`config.mk`:
```
export PLATFORM = sky130hd
export DESIGN_NAME = static_linked_list_engine_top
export DESIGN_NICKNAME = d
export VERILOG_FILES = /design/src/sll_pkg.sv /design/src/sll_link_mem.sv /design/src/static_linked_list_engine_top.sv
export SDC_FILE = /design/constraint.sdc
export NUM_CORES = 1
export LEC_CHECK = 0
export ABC_AREA = 0
export BUFFER_PORTS_ARGS = -buffer_cell sky130_fd_sc_hd__buf_2
export CORE_ASPECT_RATIO = 0.9
export CORE_MARGIN = 4
export CORE_UTILIZATION = 25
export CTS_BUF_LIST = sky130_fd_sc_hd__clkbuf_4
export CTS_CLUSTER_DIAMETER = 200
export CTS_CLUSTER_SIZE = 20
export DETAILED_ROUTE_END_ITERATION = 8
export PLACE_DENSITY_LB_ADDON = 0.3
export SYNTH_ARGS = -nofsm -noshare
export SYNTH_HDL_FRONTEND = slang
export SYNTH_SLANG_ARGS = --single-unit
```
`constraint.sdc`:
```
create_clock -name clk_i -period 3.7 [get_ports clk_i]
set_input_delay 0.555 -clock clk_i [delete_from_list [all_inputs] [get_ports clk_i]]
set_output_delay 0.555 -clock clk_i [all_outputs]
set_load 0.01 [all_outputs]
```
`src/sll_pkg.sv`:
```
package sll_pkg;

  // Geometry of the link and value stores
  localparam int ENTRIES = 16;
  localparam int IDX_W   = $clog2(ENTRIES);
  localparam int POS_W   = 4;
  localparam int VAL_W   = 32;

  typedef enum logic [1:0] {
    OP_INSERT = 2'd0,
    OP_UPDATE = 2'd1,
    OP_DELETE = 2'd2,
    OP_NOP    = 2'd3
  } op_e;

  typedef enum logic [1:0] {
    ST_OK         = 2'd0,
    ST_PAST_END   = 2'd1,
    ST_NO_FREE    = 2'd2,
    ST_NO_ELEMENT = 2'd3
  } status_e;

  typedef enum logic [3:0] {
    S_IDLE,
    S_WALK_RD,
    S_WALK_LD,
    S_DECIDE,
    S_INS_FREE,
    S_INS_LINK,
    S_INS_SPLICE,
    S_DEL_LINK,
    S_DEL_FREE,
    S_DEL_PUSH,
    S_SLOT,
    S_DONE
  } state_e;

  // One request to the link store: a read and a write port
  typedef struct packed {
    logic             rd_en;
    logic [IDX_W-1:0] rd_addr;
    logic             wr_en;
    logic [IDX_W-1:0] wr_addr;
    logic [IDX_W-1:0] wr_data;
  } link_req_t;

  // Link held by an entry that was never written: i+1, the last entry ends the chain
  function automatic logic [IDX_W-1:0] link_reset(input logic [IDX_W-1:0] idx);
    logic [IDX_W-1:0] nxt;
    nxt = idx + IDX_W'(1);
    if (idx == IDX_W'(ENTRIES - 1)) begin
      nxt = '0;
    end
    return nxt;
  endfunction

endpackage

```
`src/sll_link_mem.sv`:
```
module sll_link_mem
  import sll_pkg::*;
(
  input  logic             clk_i,
  input  logic             rst_ni,
  input  link_req_t        req_i,
  output logic [IDX_W-1:0] rd_data_o
);

  logic [IDX_W-1:0] mem_q [ENTRIES];
  logic [ENTRIES-1:0] vld_q;
  logic [IDX_W-1:0] rd_data_q;
  logic [IDX_W-1:0] rd_addr_q;
  logic             rd_vld_q;

  // Write the array and read it through a registered port
  always_ff @(posedge clk_i) begin
    if (req_i.wr_en) begin
      mem_q[req_i.wr_addr] <= req_i.wr_data;
    end
    if (req_i.rd_en) begin
      rd_data_q <= mem_q[req_i.rd_addr];
      rd_addr_q <= req_i.rd_addr;
    end
  end

  // Mark entries once written; reset makes every entry read its initial link
  always_ff @(posedge clk_i or negedge rst_ni) begin
    if (!rst_ni) begin
      vld_q    <= '0;
      rd_vld_q <= 1'b0;
    end else begin
      if (req_i.wr_en) begin
        vld_q[req_i.wr_addr] <= 1'b1;
      end
      if (req_i.rd_en) begin
        rd_vld_q <= vld_q[req_i.rd_addr];
      end
    end
  end

  // Substitute the initial link for an entry never written
  assign rd_data_o = rd_vld_q ? rd_data_q : link_reset(rd_addr_q);

endmodule

```
`src/static_linked_list_engine_top.sv`:
```
// Static linked list engine.
// A singly linked list of 32-bit values lives in ENTRIES fixed entries; entry 0
// heads the free list and an internal register heads the data list.
// Input channel (in_valid_i / in_stall_o): op_i, position_i, value_i. A
// transaction is taken when in_valid_i is high and in_stall_o low. op_i selects
// insert, update or delete at zero-based position_i; op code 3 does nothing.
// Output channel (out_valid_o / out_stall_i): one status_o per request:
// ok, position past list end, no free entry, or no element at the position.
// The block serves one request at a time. It walks the links one registered
// read of the link store at a time, then splices with single-entry accesses.
// Insert and delete take longer than update, and the walk grows with
// position_i; op code 3 skips the walk and the splice.
// A finished status sits in an output register; the next request is taken
// while it waits, but that request cannot finish until the status is taken.
// While out_stall_i is high, a pending status_o and out_valid_o hold.
// After reset the data list is empty and entries 1 to ENTRIES-1 sit on the free
// list in index order; reset takes effect at once, with no clearing pass.
module static_linked_list_engine_top
  import sll_pkg::*;
(
  input  logic                    clk_i,
  input  logic                    rst_ni,
  input  logic                    in_valid_i,
  output logic                    in_stall_o,
  input  logic [1:0]              op_i,
  input  logic [POS_W-1:0]        position_i,
  input  logic signed [VAL_W-1:0] value_i,
  output logic                    out_valid_o,
  input  logic                    out_stall_i,
  output logic [1:0]              status_o
);

  state_e state_q, state_d;

  op_e                     op_q;
  logic [POS_W-1:0]        pos_q;
  logic signed [VAL_W-1:0] val_q;

  logic [IDX_W-1:0] target_q, target_d;
  logic [IDX_W-1:0] prev_q, prev_d;
  logic             at_head_q, at_head_d;
  logic [POS_W-1:0] steps_q, steps_d;
  logic [IDX_W-1:0] slot_val_q, slot_val_d;
  logic [IDX_W-1:0] fresh_q, fresh_d;
  logic [IDX_W-1:0] head_q, head_d;
  status_e          status_q, status_d;
  logic             out_valid_q, out_valid_d;
  status_e          out_status_q;

  link_req_t        lreq;
  logic [IDX_W-1:0] link_rd;
  logic             val_wr_en;
  logic [IDX_W-1:0] val_wr_addr;
  logic             accept;
  logic             out_load;

  logic signed [VAL_W-1:0] value_mem [ENTRIES];

  assign accept   = in_valid_i && !in_stall_o;
  assign out_load = (state_q == S_DONE) && (!out_valid_q || !out_stall_i);

  sll_link_mem u_link_mem (
    .clk_i     (clk_i),
    .rst_ni    (rst_ni),
    .req_i     (lreq),
    .rd_data_o (link_rd)
  );

  // Next state
  always_comb begin
    state_d = state_q;
    case (state_q)
      S_IDLE: begin
        if (accept) begin
          state_d = (op_e'(op_i) == OP_NOP) ? S_DONE : S_WALK_RD;
        end
      end
      S_WALK_RD: begin
        if (steps_q == pos_q || target_q == '0) begin
          state_d = S_DECIDE;
        end else begin
          state_d = S_WALK_LD;
        end
      end
      S_WALK_LD: state_d = S_WALK_RD;
      S_DECIDE: begin
        if (steps_q != pos_q) begin
          state_d = S_DONE;
        end else if (op_q == OP_INSERT) begin
          state_d = S_INS_FREE;
        end else if (target_q == '0 || op_q == OP_UPDATE) begin
          state_d = S_DONE;
        end else begin
          state_d = S_DEL_LINK;
        end
      end
      S_INS_FREE:   state_d = (link_rd == '0) ? S_DONE : S_INS_LINK;
      S_INS_LINK:   state_d = S_INS_SPLICE;
      S_INS_SPLICE: state_d = S_SLOT;
      S_DEL_LINK:   state_d = S_DEL_FREE;
      S_DEL_FREE:   state_d = S_DEL_PUSH;
      S_DEL_PUSH:   state_d = S_SLOT;
      S_SLOT:       state_d = S_DONE;
      S_DONE: begin
        if (out_load) begin
          state_d = S_IDLE;
        end
      end
      default: state_d = S_IDLE;
    endcase
  end

  // Datapath and store accesses per state
  always_comb begin
    target_d    = target_q;
    prev_d      = prev_q;
    at_head_d   = at_head_q;
    steps_d     = steps_q;
    slot_val_d  = slot_val_q;
    fresh_d     = fresh_q;
    head_d      = head_q;
    status_d    = status_q;
    lreq        = '0;
    val_wr_en   = 1'b0;
    val_wr_addr = target_q;
    case (state_q)
      S_IDLE: begin
        target_d  = head_q;
        prev_d    = '0;
        at_head_d = 1'b1;
        steps_d   = '0;
        status_d  = ST_OK;
      end
      S_WALK_RD: begin
        // Step to the next entry unless the position or the end is reached
        if (steps_q != pos_q && target_q != '0) begin
          lreq.rd_en   = 1'b1;
          lreq.rd_addr = target_q;
          prev_d       = target_q;
          at_head_d    = 1'b0;
          steps_d      = steps_q + POS_W'(1);
        end
      end
      S_WALK_LD: target_d = link_rd;
      S_DECIDE: begin
        if (steps_q != pos_q) begin
          status_d = ST_PAST_END;
        end else if (op_q == OP_INSERT) begin
          lreq.rd_en   = 1'b1;
          lreq.rd_addr = '0;
        end else if (target_q == '0) begin
          status_d = ST_NO_ELEMENT;
        end else if (op_q == OP_UPDATE) begin
          val_wr_en = 1'b1;
        end else begin
          lreq.rd_en   = 1'b1;
          lreq.rd_addr = target_q;
        end
      end
      S_INS_FREE: begin
        // Take the first free entry and fetch its successor
        fresh_d = link_rd;
        if (link_rd == '0) begin
          status_d = ST_NO_FREE;
        end else begin
          lreq.rd_en   = 1'b1;
          lreq.rd_addr = link_rd;
        end
      end
      S_INS_LINK: begin
        lreq.wr_en   = 1'b1;
        lreq.wr_addr = '0;
        lreq.wr_data = link_rd;
      end
      S_INS_SPLICE: begin
        lreq.wr_en   = 1'b1;
        lreq.wr_addr = fresh_q;
        lreq.wr_data = target_q;
        val_wr_en    = 1'b1;
        val_wr_addr  = fresh_q;
        slot_val_d   = fresh_q;
      end
      S_DEL_LINK: begin
        // Hold the successor for the slot, then fetch the free list head
        slot_val_d   = link_rd;
        lreq.rd_en   = 1'b1;
        lreq.rd_addr = '0;
      end
      S_DEL_FREE: begin
        lreq.wr_en   = 1'b1;
        lreq.wr_addr = target_q;
        lreq.wr_data = link_rd;
      end
      S_DEL_PUSH: begin
        lreq.wr_en   = 1'b1;
        lreq.wr_addr = '0;
        lreq.wr_data = target_q;
      end
      S_SLOT: begin
        if (at_head_q) begin
          head_d = slot_val_q;
        end else begin
          lreq.wr_en   = 1'b1;
          lreq.wr_addr = prev_q;
          lreq.wr_data = slot_val_q;
        end
      end
      S_DONE: ;
      default: ;
    endcase
  end

  // Output register: load on completion, drop once taken
  always_comb begin
    out_valid_d = out_valid_q;
    if (out_load) begin
      out_valid_d = 1'b1;
    end else if (out_valid_q && !out_stall_i) begin
      out_valid_d = 1'b0;
    end
  end

  always_ff @(posedge clk_i or negedge rst_ni) begin
    if (!rst_ni) begin
      state_q     <= S_IDLE;
      head_q      <= '0;
      out_valid_q <= 1'b0;
    end else begin
      state_q     <= state_d;
      head_q      <= head_d;
      out_valid_q <= out_valid_d;
    end
  end

  always_ff @(posedge clk_i) begin
    if (accept) begin
      op_q  <= op_e'(op_i);
      pos_q <= position_i;
      val_q <= value_i;
    end
    target_q   <= target_d;
    prev_q     <= prev_d;
    at_head_q  <= at_head_d;
    steps_q    <= steps_d;
    slot_val_q <= slot_val_d;
    fresh_q    <= fresh_d;
    status_q   <= status_d;
    if (out_load) begin
      out_status_q <= status_q;
    end
  end

  // Value store
  always_ff @(posedge clk_i) begin
    if (val_wr_en) begin
      value_mem[val_wr_addr] <= val_q;
    end
  end

  assign in_stall_o  = (state_q != S_IDLE);
  assign out_valid_o = out_valid_q;
  assign status_o    = out_status_q;

  // Never read and write the link store in the same cycle
  a_link_port_excl: assert property (@(posedge clk_i) disable iff (!rst_ni)
    !(lreq.rd_en && lreq.wr_en))
    else $error("link store read and write collide");

  // The walk never overshoots the requested position
  a_walk_bound: assert property (@(posedge clk_i) disable iff (!rst_ni)
    (state_q == S_WALK_RD) |-> (steps_q <= pos_q))
    else $error("walk went past the requested position");

  // A past-end status only when the walk fell short
  a_past_end: assert property (@(posedge clk_i) disable iff (!rst_ni)
    (state_q == S_DONE && status_q == ST_PAST_END) |-> (steps_q != pos_q))
    else $error("past-end status with a complete walk");

  // An insert only splices a nonzero free entry
  a_fresh_nonzero: assert property (@(posedge clk_i) disable iff (!rst_ni)
    (state_q == S_INS_SPLICE) |-> (fresh_q != '0))
    else $error("splice of the free list head entry");

  // The data list head always names a real entry
  a_head_range: assert property (@(posedge clk_i) disable iff (!rst_ni)
    (32'(head_q) < ENTRIES))
    else $error("list head out of range");

endmodule

```
==> results.tsv, run 1 <==
stage	metric	value	unit
yosys	avgSynthCellArea	12.2	sq um
yosys	syn_inst	471	
yosys	synth_xor_area_share	1.07	%
clocking	cts_max_level	4	
timing	setup_violations	0	
worst_setup_path	r2r-end	u_link_mem.rd_data_q[0]	
yosys	yosysMostFrequentCell	edfxtp_1	
yosys	ys_warn_count	0	
yosys	ys_types	53	
worst_setup_path	critPathCaptureType	register	
yosys	synthArstFlopShare	20.2	%
clocking	clock-root-buffer	clkbuf_4	
yosys	synth_top_area_share	53.9	%
worst_setup_path	critPathArrivalTime	3.43	ns
pwr	power	5.10	mW
layout	largest_register_ffs	64	
clocking	cts_inserted_buffers	17	
global_routing	grt_use_total	10.8	%
worst_setup_path	critPathMaxStageDelay	0.54	ns
worst_setup_path	worst-path-buf-inv	2	
place	gp_congestion	0.868	
pwr	power_leakage	2.52	nW
timing	rsz0062_at_grt	no	
timing	fmax	317	MHz
clocking	postCtsHoldBufs	0	
floorplanning	rows	52	
timing	period_share	85.3	%
floorplanning	dieArea	25500	sq um
yosys	yosys.area_share.simple	16.1	%
floorplanning	dieHeight	152	um
floorplanning	core	22500	sq um
status	status	complete, no violations	
clocking	clock_latency	0.54	ns
worst_setup_path	reg2reg_setup_slack	0.54	ns
worst_setup_path	critPathSlowestCell	dfrtp_1	
worst_setup_path	worstReg2RegStart	state_q[0]	
place	io_buffers	13	
layout	layout-drive-gt1-share	16.6	%
global_routing	grt_pass1_wl	21000	um
yosys	seq_area_frac_synth	65.2	%
timing	relSlewSlack	43.6	%
yosys	synth_compound_area_share	9.94	%
floorplanning	io_pins	46	
place	place_inst	777	
timing	final_hold_viol_count	0	
clocking	clkTransAtPathRegs	0.11	ns
global_routing	antenna_found_initial	1	
worst_setup_path	crit_type	reg2reg	
place	dpl.hpwl	9160	um
layout	instances_no_fill	810	
yosys	synth_top_family_by_area	simple AND/OR/NAND/NOR gates	
timing	hold-worst-slack	0.0522	ns
routing	detail-route-antenna-nets	0	
worst_setup_path	startpoint_type	register	
clocking	postCtsSetupRepairBufs	0	
global_routing	grt_max_degree	28	
clocking	clock-sinks	129	
timing	slew_viol_final	0	
global_routing	first_global_vias	3770	
yosys	synthesis.area	5740	sq um
routing	wl	13200	um
layout	area_growth	13.2	%
timing	fin_skew	0.0221	ns
pwr	p_per_area	784	nW/um^2
routing	drc	0	
timing	finalSetupTns	0	ns
layout	largest_register	u_link_mem.mem_q	
clocking	cts_tree	done	
worst_setup_path	path_cells	and2_1 -> nand2_1 -> inv_1 -> nand2_1 -> mux2i_4 -> a21oi_4 -> buf_4 -> mux2i_1 -> mux2i_1 -> a32oi_1 -> o221ai_1	
routing	drt_iter0_markers	309	
global_routing	grt.overflow.total	0	
routing	wl_per_cell	16.3	um
layout	largestRegisters	u_link_mem.mem_q (64), u_link_mem.vld_q (16)	
layout	fin_nets	543	
yosys	ys_ff_latch	129	
yosys	synth_fa_ha_area_share	0.436	%
layout	final_area	6500	sq um
place	placed_cell_area	6170	sq um
floorplanning	initial_utilization	25.5	%
routing	via_count	3719	
pwr	peakVddDrop	0.195	mV
yosys	dominantRegCellSynth	edfxtp_1	
timing	fin_crit	3.16	ns
routing	drt_first_pass_iters	5	
job	max_cap_violations	0	
clocking	clk_path_buf_depth	2	
routing	vias_per_cell	4.59	
floorplanning	die_x	168	um
worst_setup_path	critPathRequiredTime	3.97	ns
yosys	syn-num-nets	515	
yosys	post-synth-top-area-cell	edfxtp_1	
worst_setup_path	reg2reg_depth	11	
timing	worst_pin_slew	0.847	ns
yosys	synth_common_cells	edfxtp_1 (103), nand2_1 (94), nor2_1 (35), dfrtp_1 (26), nand3_1 (19)	
yosys	synthMuxAreaShare	4.73	%
yosys	synth_edf_count	103	
worst_setup_path	crit_fanout	14	
worst_setup_path	cpLargestDelayFamily	compound AO/OA/AOI/OAI gates	
hold_path	worstHoldPathType	in2async	
yosys	ys_top_cells_by_area	edfxtp_1 (54%), dfrtp_1 (11%), nand2_1 (6.1%)	
clocking	postCtsResizedCells	0	
report_power, final:
| part | leakage (nW) | internal [mW] | switching (mW) |
|---|---|---|---|
| combinational | 1.06 | 0.595 | 1.14 |
| sequential | 1.28 | 2.05 | 0.233 |
| clock | 0.174 | 0.553 | 0.522 |
logic make-up after synthesis:
logic type / count (synthesis)
simple gates: 201
flops: 129
compound gates: 77
buf+inv: 30
mux: 25
xor+xnor: 7
fa+ha+maj: 2
worst max path at each step:
stage	startpoint	end	slack, ns	cells after the start
6_report	state_q[0]	u_link_mem.rd_data_q[0]	0.54	11
5_1_grt	state_q[3]	u_link_mem.rd_vld_q	0.31	11
4_1_cts	state_q[3]	u_link_mem.rd_data_q[0]	0.54	10
3_5_place_dp	steps_q[2]	u_link_mem.rd_data_q[0]	0.57	9
3_3_place_gp	state_q[3]	u_link_mem.rd_data_q[1]	0.58	11
2_1_floorplan	state_q[1]	u_link_mem.mem_q[0][0]	1.08	6
stage by stage:
stage	setup WS, ns	utilization (%)
after floorplan	1.08	-
after global placement	0.575	27.4
after detailed placement	0.566	27.4
after CTS	0.545	28.9
after global routing	0.306	28.9
final	0.543	28.9
worst reg2reg max path: stages (launching register included):
cell,delay (ns)
dfrtp_1,0.54
and2_1,0.29
nand2_1,0.14
inv_1,0.09
nand2_1,0.12
mux2i_4,0.14
a21oi_4,0.44
buf_4,0.29
mux2i_1,0.24
mux2i_1,0.12
a32oi_1,0.34
o221ai_1,0.18
cells in the final DEF (no fill, tap or decap), drive strengths merged, types with 2 or more instances in the layout:
cell,instances
edfxtp,103
nand2,94
nor2,36
dfrtp,26
o21ai,25
buf,23
nand3,19
clkbuf,19
mux2i,18
inv,17
or2,17
a21oi,14
and2,8
nand2b,7
mux2,7
nor3,7
a22oi,7
clkinv,7
xor2,6
a32oi,5
a222oi,5
o221ai,5
bufinv,4
o22ai,3
and3,3
nor4,3
o21a,2
nor2b,2
or3,2
nand3b,2
a211oi,2
o22a,2
ha,2
a221oi,2
routing by layer:
metal,global-route usage [%],vias to the layer above,routed length [um]
li1,-,1775,-
met1,14.7,1860,6360
met2,17.0,75,6200
met3,2.18,9,473
met4,4.14,0,129
met5,0,-,0
final cells by class:
cell class,count,area (sq um)
Fill cell,2345,16000
Sequential cell,129,3740
Multi-Input combinational cell,312,1850
Tap cell,297,372
Clock inverter,13,185
Clock buffer,19,143
Timing Repair Buffer,23,140
Inverter,16,60.1
Antenna cell,1,2.50
(Power assumes the default switching activity.)
==> run 2, diff against run 1 <==
--- a/config.mk
+++ b/config.mk
@@ -7,6 +7,8 @@
 export LEC_CHECK = 0
 export ABC_AREA = 0
 export BUFFER_PORTS_ARGS = -buffer_cell sky130_fd_sc_hd__buf_2
+export CELL_PAD_IN_SITES_DETAIL_PLACEMENT = 1
+export CELL_PAD_IN_SITES_GLOBAL_PLACEMENT = 1
 export CORE_ASPECT_RATIO = 0.9
 export CORE_MARGIN = 4
 export CORE_UTILIZATION = 25
@@ -15,6 +17,7 @@
 export CTS_CLUSTER_SIZE = 20
 export DETAILED_ROUTE_END_ITERATION = 8
 export PLACE_DENSITY_LB_ADDON = 0.3
+export REMOVE_ABC_BUFFERS = 1
 export SYNTH_ARGS = -nofsm -noshare
 export SYNTH_HDL_FRONTEND = slang
 export SYNTH_SLANG_ARGS = --single-unit
==> constraint.sdc (replaced) <==
create_clock -name clk_i -period 3.8 [get_ports clk_i]
set_input_delay 0.57 -clock clk_i [delete_from_list [all_inputs] [get_ports clk_i]]
set_output_delay 0.57 -clock clk_i [all_outputs]
set_load 0.01 [all_outputs]
==> results.tsv, run 2 (synthesis gave the netlist of run 1 again) <==
stage	metric	value	unit	change
clocking	clkTransAtPathRegs	0.12	ns	was 0.11 ns
worst_setup_path	cpMostUsedCell	inv_2		
worst_setup_path	critPathRequiredTime	4.26	ns	was 3.97 ns
clocking	clock-root-buffer	clkbuf_4		unchanged
routing	vias_per_cell	4.53		was 4.59
timing	fin_crit	3.33	ns	was 3.16 ns
floorplanning	initial_utilization	25.5	%	unchanged
clocking	cts_inserted_buffers	17		unchanged
timing	setup_violations	0		unchanged
routing	wl_per_cell	17.2	um	was 16.3 um
floorplanning	die_x	168	um	unchanged
worst_setup_path	startpoint_type	register		unchanged
global_routing	first_global_vias	3984		was 3770
layout	largestRegisters	u_link_mem.mem_q (64), u_link_mem.vld_q (16)		unchanged
timing	rsz0062_at_grt	no		unchanged
floorplanning	dieHeight	152	um	unchanged
clocking	cts_max_level	4		unchanged
pwr	peakVddDrop	0.280	mV	was 0.195 mV
place	gp_congestion	0.775		was 0.868
global_routing	met2_usage	18.5	%	was 17.0%
timing	fmax	301	MHz	was 317 MHz
worst_setup_path	crit_type	reg2reg		unchanged
clocking	cts_tree	done		unchanged
clocking	clock_latency	0.55	ns	was 0.54 ns
clocking	postCtsSetupRepairBufs	0		unchanged
global_routing	grt_use_total	11.5	%	was 10.8%
floorplanning	core	22500	sq um	unchanged
layout	multi_input_area	1850	sq um	unchanged
clocking	clock-sinks	129		unchanged
timing	finalSetupTns	0	ns	unchanged
timing	relSlewSlack	43.9	%	was 43.6%
pwr	power_leakage	2.50	nW	was 2.52 nW
place	io_buffers	13		unchanged
routing	via_count	3677		was 3719
global_routing	use_met1	15.6	%	was 14.7%
worst_setup_path	critPathCaptureType	register		unchanged
timing	worst_pin_slew	0.842	ns	was 0.847 ns
global_routing	busiest_layer	met2		unchanged
floorplanning	io_pins	46		unchanged
timing	fin_skew	0.0294	ns	was 0.0221 ns
worst_setup_path	critPathSlowestCell	a21oi_4		was dfrtp_1
routing	drt_first_pass_iters	4		was 5
place	placed_cell_area	6180	sq um	was 6170 sq um
global_routing	grt_max_degree	28		unchanged
layout	seq_area	3740	sq um	unchanged
global_routing	antenna_found_initial	1		unchanged
layout	largest_register_ffs	64		unchanged
timing	final_hold_viol_count	0		unchanged
layout	final_area	6480	sq um	was 6500 sq um
worst_setup_path	crit_fanout	23		was 14
global_routing	grt.overflow.total	0		unchanged
global_routing	grt_pass1_wl	22200	um	was 21000 um
layout	fin_nets	544		was 543
clocking	postCtsHoldBufs	0		unchanged
layout	fillers	2538		was 2345
clocking	postCtsResizedCells	0		unchanged
layout	utilization	28.8	%	was 28.9%
status	status	complete, no violations		unchanged
routing	drc	0		unchanged
worst_setup_path	critPathMaxStageDelay	0.66	ns	was 0.54 ns
timing	slew_viol_final	0		unchanged
layout	final_cell_mix	edfxtp_1 (103), nand2_1 (94), nor2_1 (35)		unchanged
floorplanning	rows	52		unchanged
layout	final_common_cell	edfxtp_1		unchanged
place	dpl.hpwl	9770	um	was 9160 um
routing	detail-route-antenna-nets	0		unchanged
layout	layout-drive-gt1-share	16.8	%	was 16.6%
floorplanning	dieArea	25500	sq um	unchanged
hold_path	worstHoldPathType	in2async		unchanged
routing	drt_iter0_markers	223		was 309
worst_setup_path	critPathArrivalTime	3.78	ns	was 3.43 ns
routing	wl	13900	um	was 13200 um
job	max_cap_violations	0		unchanged
timing	period_share	87.5	%	was 85.3%
pwr	p_per_area	762	nW/um^2	was 784 nW/um^2
clocking	clk_path_buf_depth	2		unchanged
layout	area_growth	12.9	%	was 13.2%
layout	largest_register	u_link_mem.mem_q		unchanged
global_routing	grt_use_met3	2.23	%	was 2.18%
worst_setup_path	path_cells	or2_1 -> nor2_2 -> inv_2 -> mux2i_4 -> a21oi_4 -> inv_2 -> buf_4 -> mux2i_1 -> a221oi_1 -> a21oi_1 -> o221ai_2		was and2_1 -> nand2_1 -> inv_1 -> nand2_1 -> mux2i_4 -> a21oi_4 -> buf_4 -> mux2i_1 -> mux2i_1 -> a32oi_1 -> o221ai_1
[run 2: changes by cell type in the layout (fill, tap and decap cells not counted)]
cell,before,now
clkinv_4,4,3
o21ai_0,18,16
bufinv_16,4,3
clkinvlp_4,1,3
buf_4,10,11
o21ai_1,7,9
[run 2: layout make-up]
| type | instances | share of cell area (%) |
|---|---|---|
| antenna | 1 | 0.0386 |
| clock buffer | 19 | 2.20 |
| clock inverter | 13 | 2.49 |
| inverter | 16 | 0.926 |
| multi-input combinational | 312 | 28.6 |
| sequential | 129 | 57.7 |
| tap | 297 | 5.73 |
| timing repair buffer | 24 | 2.28 |
[run 2: critical path, delay by kind of cell, from the launching register on]
family / cells / cell delay, ns
buffers and inverters: 3 / 0.64
AOI/OAI and AO/OA: 4 / 1.24
DFF: 1 / 0.60
muxes: 2 / 0.29
and+or+nand+nor: 2 / 0.46
[run 2: power breakdown]
group          leakage, nW  switching [mW]  internal (mW)  total [mW]
Clock                0.157           0.523          0.470       0.993
Sequential            1.28           0.232           2.00        2.23
Combinational         1.06            1.13          0.592        1.72
Total                 2.50            1.88           3.06        4.94
[run 2: metrics by stage]
| step | power, mW | worst slack (ns) | hold slack, ns | std cells |
|---|---|---|---|---|
| after floorplan | 3.35 | 0.762 | 0.274 | 457 |
| after global placement | 3.96 | 0.475 | 0.411 | 778 |
| after detailed placement | 4.01 | 0.402 | 0.412 | 778 |
| after CTS | 5.02 | 0.396 | 0.0251 | 810 |
| after global routing | 5.30 | 0.128 | 0.0558 | 811 |
| final | 4.94 | 0.474 | 0.0502 | 811 |
[run 2: per-layer routing]
metal,wire [um],vias up
li1,-,1773
met1,6780,1830
met2,6410,62
met3,537,12
met4,197,0
met5,0,-
[run 2: worst paths after layout]
kind                                     from                   end  slack (ns)  cells past startpoint
worst max-delay path               state_q[2]   u_link_mem.rd_vld_q        0.47                     11
worst min-delay path                   rst_ni  u_link_mem.vld_q[11]        0.05                      1
worst max register to register     state_q[2]   u_link_mem.rd_vld_q        0.47                     11
worst min register to register    status_q[0]           status_o[0]        0.42                      0
max in group asynchronous              rst_ni   u_link_mem.vld_q[7]        3.26                      1
min in group clk_i              position_i[1]              pos_q[1]        0.21                      1
==> run 3, diff against run 2 <==
--- a/config.mk
+++ b/config.mk
@@ -5,7 +5,7 @@
 export SDC_FILE = /design/constraint.sdc
 export NUM_CORES = 1
 export LEC_CHECK = 0
-export ABC_AREA = 0
+export ABC_AREA = 1
 export BUFFER_PORTS_ARGS = -buffer_cell sky130_fd_sc_hd__buf_2
 export CELL_PAD_IN_SITES_DETAIL_PLACEMENT = 1
 export CELL_PAD_IN_SITES_GLOBAL_PLACEMENT = 1
@@ -21,3 +21,4 @@
 export SYNTH_ARGS = -nofsm -noshare
 export SYNTH_HDL_FRONTEND = slang
 export SYNTH_SLANG_ARGS = --single-unit
+export TNS_END_PERCENT = 50
==> results.tsv, run 3 <==
stage	metric	value	unit	change
status	status	complete, no violations		unchanged
place	place_ws	0.788	ns	was 0.402 ns
worst_setup_path	crit_type	reg2reg		unchanged
timing	period_share	79.1	%	was 87.5%
routing	vias_per_cell	4.50		was 4.53
yosys	synthArstFlopShare	20.2	%	unchanged
yosys	synth_edf_count	103		unchanged
layout	area_growth	11.5	%	was 12.9%
layout	instances_no_fill	926		was 811
clocking	postCtsHoldBufs	0		unchanged
floorplanning	dieHeight	154	um	was 152 um
yosys	ys_ff_latch	129		unchanged
routing	drc	0		unchanged
worst_setup_path	critPathRequiredTime	4.10	ns	was 4.26 ns
clocking	cts_tree	done		unchanged
worst_setup_path	reg2reg_depth	10		was 11
floorplanning	io_pins	46		unchanged
timing	fmax	333	MHz	was 301 MHz
floorplanning	die_x	170	um	was 168 um
clocking	cts_inserted_buffers	17		unchanged
yosys	dominantRegCellSynth	edfxtp_1		unchanged
timing	fin_skew	0.0274	ns	was 0.0294 ns
yosys	avgSynthCellArea	10.1	sq um	was 12.2 sq um
worst_setup_path	reg2reg_setup_slack	0.79	ns	was 0.47 ns
layout	layout-drive-gt1-share	11.9	%	was 16.8%
timing	final_hold_viol_count	0		unchanged
clocking	clock-sinks	129		unchanged
place	gp_congestion	0.797		was 0.775
routing	drt_first_pass_iters	4		unchanged
layout	final_cell_mix	edfxtp_1 (103), nand2_1 (102), inv_1 (94)		was edfxtp_1 (103), nand2_1 (94), nor2_1 (35)
timing	rsz0062_at_grt	no		unchanged
job	max_cap_violations	0		unchanged
clocking	clock-root-buffer	clkbuf_4		unchanged
yosys	synth_common_cells	edfxtp_1 (103), nand2_1 (102), inv_1 (94), nand3_1 (51), nor2_1 (51)		was edfxtp_1 (103), nand2_1 (94), nor2_1 (35), dfrtp_1 (26), nand3_1 (19)
layout	largest_register_ffs	64		unchanged
yosys	synthesis.area	5920	sq um	was 5740 sq um
layout	largestRegisters	u_link_mem.mem_q (64), u_link_mem.vld_q (16)		unchanged
worst_setup_path	critPathCaptureType	register		unchanged
clocking	postCtsSetupRepairBufs	0		unchanged
timing	finalSetupTns	0	ns	unchanged
clocking	clock_latency	0.55	ns	about the same
global_routing	grt.overflow.total	0		unchanged
timing	setup_violations	0		unchanged
worst_setup_path	startpoint_type	register		unchanged
place	io_buffers	13		unchanged
pwr	power_leakage	2.71	nW	was 2.50 nW
pwr	p_per_area	751	nW/um^2	was 762 nW/um^2
clocking	clkTransAtPathRegs	0.13	ns	was 0.12 ns
yosys	seq_area_frac_synth	63.3	%	was 65.2%
clocking	clk_path_buf_depth	2		unchanged
timing	fin_crit	3.01	ns	was 3.33 ns
place	dpl.hpwl	10600	um	was 9770 um
floorplanning	core	23300	sq um	was 22500 sq um
yosys	syn_inst	587		was 471
global_routing	grt_use_total	11.8	%	was 11.5%
routing	via_count	4168		was 3677
yosys	ys_warn_count	0		unchanged
floorplanning	dieArea	26200	sq um	was 25500 sq um
pwr	peakVddDrop	0.195	mV	was 0.280 mV
yosys	yosysMostFrequentCell	edfxtp_1		unchanged
yosys	ys_top_cells_by_area	edfxtp_1 (52%), dfrtp_1 (11%), nand2_1 (6.5%)		was edfxtp_1 (54%), dfrtp_1 (11%), nand2_1 (6.1%)
routing	wl	14800	um	was 13900 um
yosys	ys_types	34		was 53
global_routing	grt_max_degree	74		was 28
timing	setup_ws	0.794	ns	was 0.474 ns
timing	relSlewSlack	34.7	%	was 43.9%
clocking	postCtsResizedCells	0		unchanged
worst_setup_path	r2r-end	u_link_mem.rd_data_q[3]		was u_link_mem.rd_vld_q
worst_setup_path	worstReg2RegStart	state_q[0]		was state_q[2]
routing	detail-route-antenna-nets	0		unchanged
place	place_inst	893		was 778
yosys	post-synth-top-area-cell	edfxtp_1		unchanged
floorplanning	initial_utilization	25.3	%	was 25.5%
layout	largest_register	u_link_mem.mem_q		unchanged
worst_setup_path	crit_fanout	73		was 23
timing	slew_viol_final	0		unchanged
routing	wl_per_cell	16.0	um	was 17.2 um
global_routing	first_global_vias	4386		was 3984
layout	fin_nets	654		was 544
global_routing	grt_pass1_wl	24000	um	was 22200 um
floorplanning	rows	53		was 52
timing	worst_pin_slew	0.979	ns	was 0.842 ns
layout	utilization	28.2	%	was 28.8%
routing	drt_iter0_markers	213		was 223
layout	final_common_cell	edfxtp_1		unchanged
worst_setup_path	critPathArrivalTime	3.31	ns	was 3.78 ns
yosys	synth_top_area_share	52.3	%	was 53.9%
hold_path	worstHoldPathType	in2async		unchanged
clocking	cts_max_level	4		unchanged
global_routing	antenna_found_initial	2		was 1
## run 3: cell count changes in the layout (fill, tap and decap cells not counted), sizes merged, moves of 12 or more
cell    delta
a21oi     +17
inv       +91
mux2i     -18
nand3     +33
nor2      +20
o211ai    +16
o21ai     +30
or2       -12
## run 3: layout make-up
cell class / count / area, sq um
fill: 2699 / 16700
sequential: 129 / 3740
multi-input combinational: 341 / 1690
inverter: 103 / 387
tap: 302 / 378
clock inverter: 14 / 154
clock buffer: 18 / 135
timing repair buffer: 18 / 103
antenna: 1 / 2.50
## run 3: cell families after synthesis
kind of cell	Yosys count	share of synthesized area [%]
AOI/OAI and AO/OA	110	10.7
xor gates and xnor gates	1	0.148
adders and majority gates	2	0.423
buffers and inverters	117	8.23
DFF	129	63.3
muxes	1	0.190
and+or+nand+nor	227	17.0
## run 3: layer usage
metal  part of all wire (%)  global-route usage, %
met4                    1.5                   3.61
met3                    2.7                   2.65
met2                     48                   18.8
met5                      0                      0
met1                     48                   16.0
## run 3: critical path, cell delays in order, from the launching register on
cell      delay, ns
dfrtp_1        0.46
nand2_1        0.13
inv_2          0.07
nand2_1        0.32
nor2_1         0.17
a21oi_4        0.35
nand2_4        0.47
o211ai_1       0.45
nand3_1        0.14
nand3_1        0.13
nand2_1        0.06
## run 3: worst max path at each step
stage	start	end	slack (ns)
after detailed placement	state_q[0]	u_link_mem.rd_data_q[3]	0.79
after global routing	state_q[0]	u_link_mem.rd_data_q[3]	0.49
final	state_q[0]	u_link_mem.rd_data_q[3]	0.79
after global placement	state_q[0]	u_link_mem.rd_data_q[2]	0.84
after CTS	state_q[0]	u_link_mem.rd_data_q[3]	0.77
after floorplan	u_link_mem.rd_addr_q[0]	u_link_mem.rd_data_q[0]	1.35
## run 3: stage by stage
| stage | hold WS [ns] | power, mW | area [sq um] |
|---|---|---|---|
| after CTS | 0.0412 | 5.02 | 6590 |
| final | 0.0585 | 4.95 | 6590 |
| after global routing | 0.0606 | 5.35 | 6590 |
| after floorplan | 0.274 | 3.38 | 5820 |
| after detailed placement | 0.414 | 4.06 | 6300 |
| after global placement | 0.406 | 3.98 | 6300 |
## run 3: where the power goes
| group | switching, mW | internal, mW | leakage, nW | total [mW] |
|---|---|---|---|---|
| Combinational | 1.27 | 0.504 | 1.27 | 1.77 |
| Sequential | 0.179 | 2.04 | 1.28 | 2.22 |
| Clock | 0.556 | 0.407 | 0.152 | 0.963 |
